===== config.mk =====
export PLATFORM = sky130hd
export DESIGN_NAME = playfair_cipher_engine
export DESIGN_NICKNAME = d
export VERILOG_FILES = /design/src/sv/pfc_pkg.sv /design/src/sv/pfc_ram.sv /design/src/sv/playfair_cipher_engine.sv
export SDC_FILE = /design/constraint.sdc
export NUM_CORES = 1
export LEC_CHECK = 0
export ABC_AREA = 0
export BUFFER_PORTS_ARGS = -buffer_cell sky130_fd_sc_hd__buf_2
export CAP_MARGIN = 20
export CORE_UTILIZATION = 60
export DETAILED_ROUTE_END_ITERATION = 12
export PLACE_DENSITY = 0.82
export SKIP_LAST_GASP = 1
export SLEW_MARGIN = 15
export SYNTH_ARGS = -nofsm -noshare
export SYNTH_HDL_FRONTEND = slang
export SYNTH_SLANG_ARGS = --single-unit
export TNS_END_PERCENT = 50

===== constraint.sdc =====
create_clock -name i_clk -period 5.8 [get_ports i_clk]
set_clock_uncertainty 0.05 [all_clocks]
set_input_delay 0.58 -clock i_clk [delete_from_list [all_inputs] [get_ports i_clk]]
set_output_delay 0.58 -clock i_clk [all_outputs]
set_load 0.01 [all_outputs]

===== src/sv/pfc_pkg.sv =====
// Package for the Playfair cipher engine: transaction payload types, the
// sequencer state type and the letter constants shared by the RTL and checker.
// No dependencies.
package pfc_pkg;

    localparam int unsigned LTR_W     = 5;
    localparam int unsigned NUM_LTRS  = 26;
    localparam int unsigned NUM_CELLS = 25;

    localparam logic [LTR_W-1:0] LTR_I    = 5'd8;
    localparam logic [LTR_W-1:0] LTR_J    = 5'd9;
    localparam logic [LTR_W-1:0] LTR_X    = 5'd23;
    localparam logic [LTR_W-1:0] LTR_Z    = 5'd25;
    localparam logic [LTR_W-1:0] CELL_CNT = 5'd25;

    localparam logic MODE_KEY = 1'b0;
    localparam logic MODE_MSG = 1'b1;
    localparam logic DIR_ENC  = 1'b0;
    localparam logic DIR_DEC  = 1'b1;

    typedef struct packed {
        logic             mode;
        logic [LTR_W-1:0] letter;
        logic             last;
    } t_in_item;

    typedef struct packed {
        logic [LTR_W-1:0] out_letter;
        logic             last_of_run;
    } t_out_item;

    typedef enum logic [3:0] {
        S_IDLE,
        S_FILL,
        S_POS_A,
        S_POS_B,
        S_CALC,
        S_SQ_A,
        S_SQ_B,
        S_EMIT_P,
        S_EMIT_Q
    } t_state;

endpackage


===== src/sv/pfc_ram.sv =====
// Generic single-port-write, single-port-read RAM with registered read data.
// Read data holds while the read enable is low. No dependencies.
module pfc_ram #(
    parameter int unsigned WIDTH = 8,
    parameter int unsigned DEPTH = 32
) (
    input  logic                     i_clk,
    input  logic                     i_we,
    input  logic [$clog2(DEPTH)-1:0] i_waddr,
    input  logic [WIDTH-1:0]         i_wdata,
    input  logic                     i_re,
    input  logic [$clog2(DEPTH)-1:0] i_raddr,
    output logic [WIDTH-1:0]         o_rdata
);

    logic [WIDTH-1:0] r_mem [DEPTH];
    logic [WIDTH-1:0] r_rdata;

    always_ff @(posedge i_clk) begin
        if (i_we) begin
            r_mem[i_waddr] <= i_wdata;
        end
        if (i_re) begin
            r_rdata <= r_mem[i_raddr];
        end
    end

    assign o_rdata = r_rdata;

endmodule


===== src/sv/playfair_cipher_engine.sv =====
// Playfair cipher engine, top level. Depends on pfc_pkg and pfc_ram.
// Sequence: a key letter is taken in the idle state; the final key letter adds a walk
// that fills the unused letters. A message letter that completes no pair is taken in
// the idle state; a pair adds two position reads, index arithmetic, two square reads
// and two emits, a padded tail pair adds them again, and output stalls hold the emits.
// The sequencer and the single read port of each memory set these steps.
// Reset: synchronous, active low; clears the used marks, counters and flags, not the RAMs.
module playfair_cipher_engine (
    input  logic              i_clk,
    input  logic              i_rst_n,
    input  logic              i_in_valid,
    output logic              o_in_ready,
    input  pfc_pkg::t_in_item i_in,
    output logic              o_out_valid,
    input  logic              i_out_ready,
    output pfc_pkg::t_out_item o_out,
    input  logic              i_cfg_we,
    input  logic              i_cfg_wdata
);

    // Square index (0..24) to row and column, and back.
    function automatic logic [2:0] f_row(input logic [4:0] idx);
        logic [2:0] row;
        if (idx >= 5'd20) begin
            row = 3'd4;
        end else if (idx >= 5'd15) begin
            row = 3'd3;
        end else if (idx >= 5'd10) begin
            row = 3'd2;
        end else if (idx >= 5'd5) begin
            row = 3'd1;
        end else begin
            row = 3'd0;
        end
        return row;
    endfunction

    function automatic logic [4:0] f_base(input logic [2:0] row);
        return {row, 2'b00} + {2'b00, row};
    endfunction

    function automatic logic [2:0] f_col(input logic [4:0] idx);
        logic [4:0] diff;
        diff = idx - f_base(f_row(idx));
        return diff[2:0];
    endfunction

    // Step one place around the square: forwards to encrypt, backwards to decrypt.
    function automatic logic [2:0] f_step(input logic [2:0] v, input logic dec);
        logic [2:0] res;
        if (dec) begin
            res = (v == 3'd0) ? 3'd4 : v - 3'd1;
        end else begin
            res = (v == 3'd4) ? 3'd0 : v + 3'd1;
        end
        return res;
    endfunction

    function automatic logic [4:0] f_cell(input logic [2:0] row, input logic [2:0] col);
        return f_base(row) + {2'b00, col};
    endfunction

    // ---------------------------------------------------------------- registers
    pfc_pkg::t_state    r_state, n_state;
    logic [25:0]        r_used, n_used;       // used marks, one flop per letter
    logic [4:0]         r_fill, n_fill;       // next free square cell
    logic               r_key_done, n_key_done;
    logic [4:0]         r_pend, n_pend;       // pending message letter
    logic               r_pend_v, n_pend_v;
    logic               r_dir;                // configuration: direction
    logic [4:0]         r_walk, n_walk;       // alphabet walk after the last key letter
    logic [4:0]         r_a, n_a;             // current pair
    logic [4:0]         r_b, n_b;
    logic [4:0]         r_a2, n_a2;           // first letter of the padded tail pair
    logic               r_more, n_more;       // a tail pair follows this one
    logic [4:0]         r_ia, n_ia;           // square index of the first letter
    logic [4:0]         r_na, n_na;           // ciphered square indices
    logic [4:0]         r_nb, n_nb;
    logic [4:0]         r_p, n_p;             // first ciphered letter
    logic               r_out_valid, n_out_valid;
    pfc_pkg::t_out_item r_out, n_out;

    // ---------------------------------------------------------------- RAM ports
    logic       sq_we, sq_re, pos_we, pos_re;
    logic [4:0] sq_waddr, sq_wdata, sq_raddr, sq_rdata;
    logic [4:0] pos_waddr, pos_wdata, pos_raddr, pos_rdata;

    // square: cell -> letter; position: letter -> cell
    pfc_ram #(.WIDTH(5), .DEPTH(25)) u_square (
        .i_clk   (i_clk),
        .i_we    (sq_we),
        .i_waddr (sq_waddr),
        .i_wdata (sq_wdata),
        .i_re    (sq_re),
        .i_raddr (sq_raddr),
        .o_rdata (sq_rdata)
    );

    pfc_ram #(.WIDTH(5), .DEPTH(26)) u_position (
        .i_clk   (i_clk),
        .i_we    (pos_we),
        .i_waddr (pos_waddr),
        .i_wdata (pos_wdata),
        .i_re    (pos_re),
        .i_raddr (pos_raddr),
        .o_rdata (pos_rdata)
    );

    // ---------------------------------------------------------------- key placement
    logic        in_ok;
    logic [4:0]  in_ltr;
    logic [25:0] used_eff;
    logic [4:0]  fill_eff;
    logic [4:0]  place_ltr;
    logic [4:0]  place_fill;
    logic        place_ok;

    // Letters above z are ignored, though their last mark still acts.
    assign in_ok  = (i_in.letter <= pfc_pkg::LTR_Z);
    // In a message, read j as i.
    assign in_ltr = (in_ok && i_in.letter == pfc_pkg::LTR_J) ? pfc_pkg::LTR_I : i_in.letter;

    // A key letter after a complete key starts a fresh square.
    assign used_eff = r_key_done ? '0 : r_used;
    assign fill_eff = r_key_done ? '0 : r_fill;

    assign place_ltr  = (r_state == pfc_pkg::S_FILL) ? r_walk : i_in.letter;
    assign place_fill = (r_state == pfc_pkg::S_FILL) ? r_fill : fill_eff;

    always_comb begin
        if (r_state == pfc_pkg::S_FILL) begin
            place_ok = (r_walk != pfc_pkg::LTR_J) && !r_used[r_walk]
                       && (r_fill < pfc_pkg::CELL_CNT);
        end else begin
            place_ok = in_ok && (i_in.letter != pfc_pkg::LTR_J)
                       && (in_ok ? !used_eff[i_in.letter] : 1'b0)
                       && (fill_eff < pfc_pkg::CELL_CNT);
        end
    end

    assign sq_waddr  = place_fill;
    assign sq_wdata  = place_ltr;
    assign pos_waddr = place_ltr;
    assign pos_wdata = place_fill;

    // ---------------------------------------------------------------- message pairing
    logic       has_pair;
    logic [4:0] pair_b;
    logic       pend_v_mid;
    logic [4:0] pend_mid;
    logic       tail;

    assign has_pair = in_ok && r_pend_v;
    // Encrypting a doubled pair gives letter plus x and keeps the letter pending.
    assign pair_b   = (r_dir == pfc_pkg::DIR_ENC && r_pend == in_ltr) ? pfc_pkg::LTR_X
                                                                      : in_ltr;
    assign pend_v_mid = in_ok ? (!r_pend_v || (r_dir == pfc_pkg::DIR_ENC && r_pend == in_ltr))
                              : r_pend_v;
    assign pend_mid   = (in_ok && !r_pend_v) ? in_ltr : r_pend;
    // Encrypting pads an odd tail with x; decrypting just drops it.
    assign tail       = (r_dir == pfc_pkg::DIR_ENC) && i_in.last && pend_v_mid;

    // ---------------------------------------------------------------- pair arithmetic
    logic [2:0] ra, ca, rb, cb;
    logic [4:0] calc_na, calc_nb;

    assign ra = f_row(r_ia);
    assign ca = f_col(r_ia);
    assign rb = f_row(pos_rdata);
    assign cb = f_col(pos_rdata);

    always_comb begin
        if (ra == rb) begin
            calc_na = f_cell(ra, f_step(ca, r_dir));
            calc_nb = f_cell(rb, f_step(cb, r_dir));
        end else if (ca == cb) begin
            calc_na = f_cell(f_step(ra, r_dir), ca);
            calc_nb = f_cell(f_step(rb, r_dir), cb);
        end else begin
            // rectangle: swap columns
            calc_na = f_cell(ra, cb);
            calc_nb = f_cell(rb, ca);
        end
    end

    // ---------------------------------------------------------------- output side
    logic slot_free;
    logic drop_p, drop_q;

    assign slot_free = !r_out_valid || i_out_ready;
    // Decrypting drops every x; the second letter stays on the square read port.
    assign drop_p = (r_dir == pfc_pkg::DIR_DEC) && (r_p == pfc_pkg::LTR_X);
    assign drop_q = (r_dir == pfc_pkg::DIR_DEC) && (sq_rdata == pfc_pkg::LTR_X);

    // ---------------------------------------------------------------- sequencer
    always_comb begin
        n_state     = r_state;
        n_used      = r_used;
        n_fill      = r_fill;
        n_key_done  = r_key_done;
        n_pend      = r_pend;
        n_pend_v    = r_pend_v;
        n_walk      = r_walk;
        n_a         = r_a;
        n_b         = r_b;
        n_a2        = r_a2;
        n_more      = r_more;
        n_ia        = r_ia;
        n_na        = r_na;
        n_nb        = r_nb;
        n_p         = r_p;
        n_out_valid = r_out_valid && !i_out_ready;
        n_out       = r_out;
        o_in_ready  = 1'b0;
        sq_we       = 1'b0;
        pos_we      = 1'b0;
        sq_re       = 1'b0;
        pos_re      = 1'b0;
        sq_raddr    = r_na;
        pos_raddr   = r_a;

        case (r_state)
            pfc_pkg::S_IDLE: begin
                o_in_ready = 1'b1;
                if (i_in_valid) begin
                    if (i_in.mode == pfc_pkg::MODE_KEY) begin
                        if (r_key_done) begin
                            n_key_done = 1'b0;
                            n_pend_v   = 1'b0;
                            n_pend     = '0;
                        end
                        n_used = used_eff;
                        n_fill = fill_eff;
                        if (place_ok) begin
                            sq_we             = 1'b1;
                            pos_we            = 1'b1;
                            n_used[place_ltr] = 1'b1;
                            n_fill            = fill_eff + 5'd1;
                        end
                        if (i_in.last) begin
                            n_walk  = '0;
                            n_state = pfc_pkg::S_FILL;
                        end
                    end else if (r_key_done) begin
                        n_pend   = pend_mid;
                        n_pend_v = pend_v_mid && !i_in.last;
                        if (has_pair) begin
                            n_a     = r_pend;
                            n_b     = pair_b;
                            n_more  = tail;
                            n_a2    = pend_mid;
                            n_state = pfc_pkg::S_POS_A;
                        end else if (tail) begin
                            n_a     = pend_mid;
                            n_b     = pfc_pkg::LTR_X;
                            n_more  = 1'b0;
                            n_state = pfc_pkg::S_POS_A;
                        end
                    end
                end
            end

            pfc_pkg::S_FILL: begin
                if (place_ok) begin
                    sq_we             = 1'b1;
                    pos_we            = 1'b1;
                    n_used[place_ltr] = 1'b1;
                    n_fill            = r_fill + 5'd1;
                end
                n_walk = r_walk + 5'd1;
                if (r_walk == pfc_pkg::LTR_Z) begin
                    n_key_done = 1'b1;
                    n_state    = pfc_pkg::S_IDLE;
                end
            end

            pfc_pkg::S_POS_A: begin
                pos_re    = 1'b1;
                pos_raddr = r_a;
                n_state   = pfc_pkg::S_POS_B;
            end

            pfc_pkg::S_POS_B: begin
                pos_re    = 1'b1;
                pos_raddr = r_b;
                n_ia      = pos_rdata;
                n_state   = pfc_pkg::S_CALC;
            end

            pfc_pkg::S_CALC: begin
                n_na    = calc_na;
                n_nb    = calc_nb;
                n_state = pfc_pkg::S_SQ_A;
            end

            pfc_pkg::S_SQ_A: begin
                sq_re    = 1'b1;
                sq_raddr = r_na;
                n_state  = pfc_pkg::S_SQ_B;
            end

            pfc_pkg::S_SQ_B: begin
                sq_re    = 1'b1;
                sq_raddr = r_nb;
                n_p      = sq_rdata;
                n_state  = pfc_pkg::S_EMIT_P;
            end

            pfc_pkg::S_EMIT_P: begin
                if (drop_p) begin
                    n_state = pfc_pkg::S_EMIT_Q;
                end else if (slot_free) begin
                    n_out_valid       = 1'b1;
                    n_out.out_letter  = r_p;
                    n_out.last_of_run = !r_more && drop_q;
                    n_state           = pfc_pkg::S_EMIT_Q;
                end
            end

            pfc_pkg::S_EMIT_Q: begin
                if (drop_q || slot_free) begin
                    if (!drop_q) begin
                        n_out_valid       = 1'b1;
                        n_out.out_letter  = sq_rdata;
                        n_out.last_of_run = !r_more;
                    end
                    if (r_more) begin
                        // advance to the padded tail pair
                        n_a     = r_a2;
                        n_b     = pfc_pkg::LTR_X;
                        n_more  = 1'b0;
                        n_state = pfc_pkg::S_POS_A;
                    end else begin
                        n_state = pfc_pkg::S_IDLE;
                    end
                end
            end

            default: begin
                n_state = pfc_pkg::S_IDLE;
            end
        endcase
    end

    always_ff @(posedge i_clk) begin
        if (!i_rst_n) begin
            r_state     <= pfc_pkg::S_IDLE;
            r_used      <= '0;
            r_fill      <= '0;
            r_key_done  <= 1'b0;
            r_pend      <= '0;
            r_pend_v    <= 1'b0;
            r_dir       <= pfc_pkg::DIR_ENC;
            r_walk      <= '0;
            r_more      <= 1'b0;
            r_out_valid <= 1'b0;
        end else begin
            r_state     <= n_state;
            r_used      <= n_used;
            r_fill      <= n_fill;
            r_key_done  <= n_key_done;
            r_pend      <= n_pend;
            r_pend_v    <= n_pend_v;
            r_walk      <= n_walk;
            r_more      <= n_more;
            r_out_valid <= n_out_valid;
            if (i_cfg_we) begin
                r_dir <= i_cfg_wdata;
            end
        end
    end

    // payload registers: no reset
    always_ff @(posedge i_clk) begin
        r_a   <= n_a;
        r_b   <= n_b;
        r_a2  <= n_a2;
        r_ia  <= n_ia;
        r_na  <= n_na;
        r_nb  <= n_nb;
        r_p   <= n_p;
        r_out <= n_out;
    end

    assign o_out_valid = r_out_valid;
    assign o_out       = r_out;

endmodule


==> impl_metrics.ini <==
[synthesis]
yosys_warnings = 0
syn_inst = 1415
synthesis.area_sq_um = 17500
ys.flop_type = edfxtp_1
synth_common_cells = edfxtp_1, nand2_1, nor2_1
yosysMostFrequentCell = edfxtp_1
ys_ff_latch = 356
synth_nets = 1477
synth_area_per_cell_sq_um = 12.3
synthDistinctLibCells = 83
ys_seq_area_share_pct = 58.4
synth_edf_count = 306
async_flop_share_pct = 0
yosysTopAreaCellShare_pct = 52.6
synth.area.top_cells = edfxtp_1, mux4_2, dfxtp_1
yosys.area.top_type = edfxtp_1

[timing]
rsz0062_at_grt = no
slew_headroom_pct = 25.0
maxSlewViolCount = 0
hold_slack_ns = 0.339
finalCritPeriodShare_pct = 81.1
min_period_ns = 4.70
finalHoldViolCount = 0
fmax_mhz = 213
finalSetupViolations = 0
finalSetupTns_ns = 0
tightestPinTransition_ns = 1.11

[cells_and_area]
fin_util_pct = 66.2
antenna_cells = 0
fillerInstances = 1978
final_layout_size_suffix_gt1_share_pct = 11.6
stdcell_count = 1821
area_growth_pct = 8.54
nets = 1475

[grt]
grt_max_degree = 49
grt_overflow_total = 0
grt_pass1_wl_um = 62200
antenna_found_initial = 0
gr-usage-all-layers_pct = 26.5
first_global_vias = 11400

[setup_path]
ff2ff_path_depth = 24
cp_top_family = adder cells
critPathSlowestCell = edfxtp_1
r2r_slack_ns = 1.10
path_max_fanout = 7
critPathKind = register to register
worstReg2RegStart = u_position.o_rdata[3]
crit_buf_inv = 7
crit_path_start_kind = register
crit_top_cell = inv_1
r2r_end = r_nb[4]
crit_path_end_kind = register
cpPeakStageDelay_ns = 0.51
cp.required_ns = 6.00
worstPathCellList = inv_2 -> maj3_2 -> a221oi_4 -> inv_1 -> nand2_1 -> inv_1 -> ha_1 -> inv_1 -> fa_1 -> inv_1 -> ha_1 -> ha_1 -> nor2_1 -> a21oi_1 -> nor2_1 -> ha_1 -> inv_1 -> fa_1 -> inv_1 -> a21oi_1 -> nor2_1 -> nor2_1 -> a31oi_1 -> o22a_1
critPathArrivalTime_ns = 4.91

[route]
dr.pass1.iters = 7
drt-total-wl_um = 38900
ant_nets = 0
vias_per_cell = 6.33
vias = 11500
drt_iter0_markers = 1469
wl_per_cell_um = 21.4
drc_errors = 0

[flow_run]
maxCapViolations = 0

[power_and_ir_drop]
p_sw_mw = 1.17
p_comb_share_pct = 6.2
intPower_mw = 4.10
p_clk_share_pct = 40.0
seq_power_share_pct = 53.8
power_density_nw_per_um2 = 278
p_leak_nw = 6.65
swShare_pct = 22.2
peakVddDrop_mv = 0.287

[cts]
htree_levels = 2
hold_buffers = 0
cts_inserted_buffers = 36
cts_tree = yes
cts_root_buffer = clkbuf_16
post_cts_resized = 0
clkSinkCount = 356
clkLatencyLatePin_ns = 0.52
post-cts-setup-buffers = 0
clk_pin_slew_ns = 0.06
cts.path.max_buffers = 3

[die]
start_util_pct = 61.0
core_area_sq_um = 28600
rows = 62
die_h_um = 173
num_io_pins = 21
dieWidth_um = 173
dieArea_sq_um = 29800

[hold_path]
hold_class = input port to register
hp-start = i_cfg_wdata
min_path_cells = 3
holdPathEnd = r_dir

[placement]
routabilityCongestion = 0.891
placed_cells = 1759
dp_hpwl_um = 25200
numPortBuffers = 20

[outcome]
status = completed
-- routing by layer --
| metal | global-route usage, % | up-vias | share of wire (%) |
|---|---|---|---|
| met5 | 0 | - | 0 |
| met4 | 10.6 | 0 | 3.3 |
| met3 | 4.02 | 99 | 8.0 |
| met2 | 42.6 | 544 | 48 |
| met1 | 36.6 | 5616 | 40 |
| li1 | - | 5264 | - |
-- power by group through the flow --
stage / registers, mW / logic [mW] / clock network (mW)
global placement: 2.89 / 0.306 / 0
CTS: 2.84 / 0.322 / 2.13
global route: 2.84 / 0.357 / 2.24
detailed placement: 2.89 / 0.317 / 0
floorplan: 2.87 / 0.236 / 0
finish: 2.84 / 0.327 / 2.11
-- cells by family after synthesis --
family          after synthesis  synth area share [%]
flops                       356                  58.4
buf+inv                     133                  3.16
mux                         106                  9.54
fa+ha+maj                    51                  4.06
compound gates              296                  11.1
simple gates                444                  12.1
xor+xnor                     29                  1.65
-- registers in the layout, summed over array words and instances (netlist names), 6 cells and up --
signal,count
u_position.r_mem,130
o_out,6
u_square.r_mem,125
r_used,26
-- through the flow --
stage	setup WS [ns]	cell area, sq um	power, mW
after floorplan	1.61	17500	3.11
after global placement	1.30	17900	3.19
after detailed placement	1.14	17900	3.21
after CTS	1.13	18900	5.29
after global routing	0.724	18900	5.43
final	1.10	18900	5.27
-- worst register-to-register path, delay by kind of cell, from the launching register on --
family	cells	cell delay [ns]
buffers and inverters	7	0.66
AO/OA/AOI/OAI	5	1.00
flip-flops	1	0.51
adder cells (fa/ha/maj)	7	1.85
AND/OR/NAND/NOR	5	0.39
-- worst max path at each step --
| stage | from | endpoint | cells past startpoint |
|---|---|---|---|
| floorplan | u_position.o_rdata[3] | r_nb[4] | 19 |
| global placement | u_position.o_rdata[3] | r_nb[4] | 24 |
| detailed placement | u_position.o_rdata[3] | r_nb[4] | 19 |
| CTS | u_position.o_rdata[3] | r_nb[4] | 19 |
| global route | u_position.o_rdata[3] | r_nb[4] | 19 |
| finish | u_position.o_rdata[3] | r_nb[4] | 24 |
-- cell type report --
type	instances	area, sq um	area share (%)
Clock buffer	48	946	4.99
Clock inverter	14	108	0.568
Inverter	56	210	1.11
Multi-Input combinational cell	926	6780	35.8
Sequential cell	356	10200	53.8
Tap cell	384	480	2.54
Timing Repair Buffer	37	228	1.20
-- cell usage in the layout, fill, tap and decap left out, types with 20 or more instances in the layout --
cell         n
mux4_2      47
a31oi_1     32
a21oi_1     71
buf_2       20
edfxtp_1   306
nand2_1    155
nand3_1     25
and2_1      35
inv_1       52
mux2i_1     46
nor2_1     120
nor2b_1     21
dfxtp_1     50
a311oi_1    20
ha_1        39
a211oi_1    27
clkbuf_16   36
nand2b_1    32
o21ai_0     62
No activity file was read; power rests on OpenSTA's default activity.
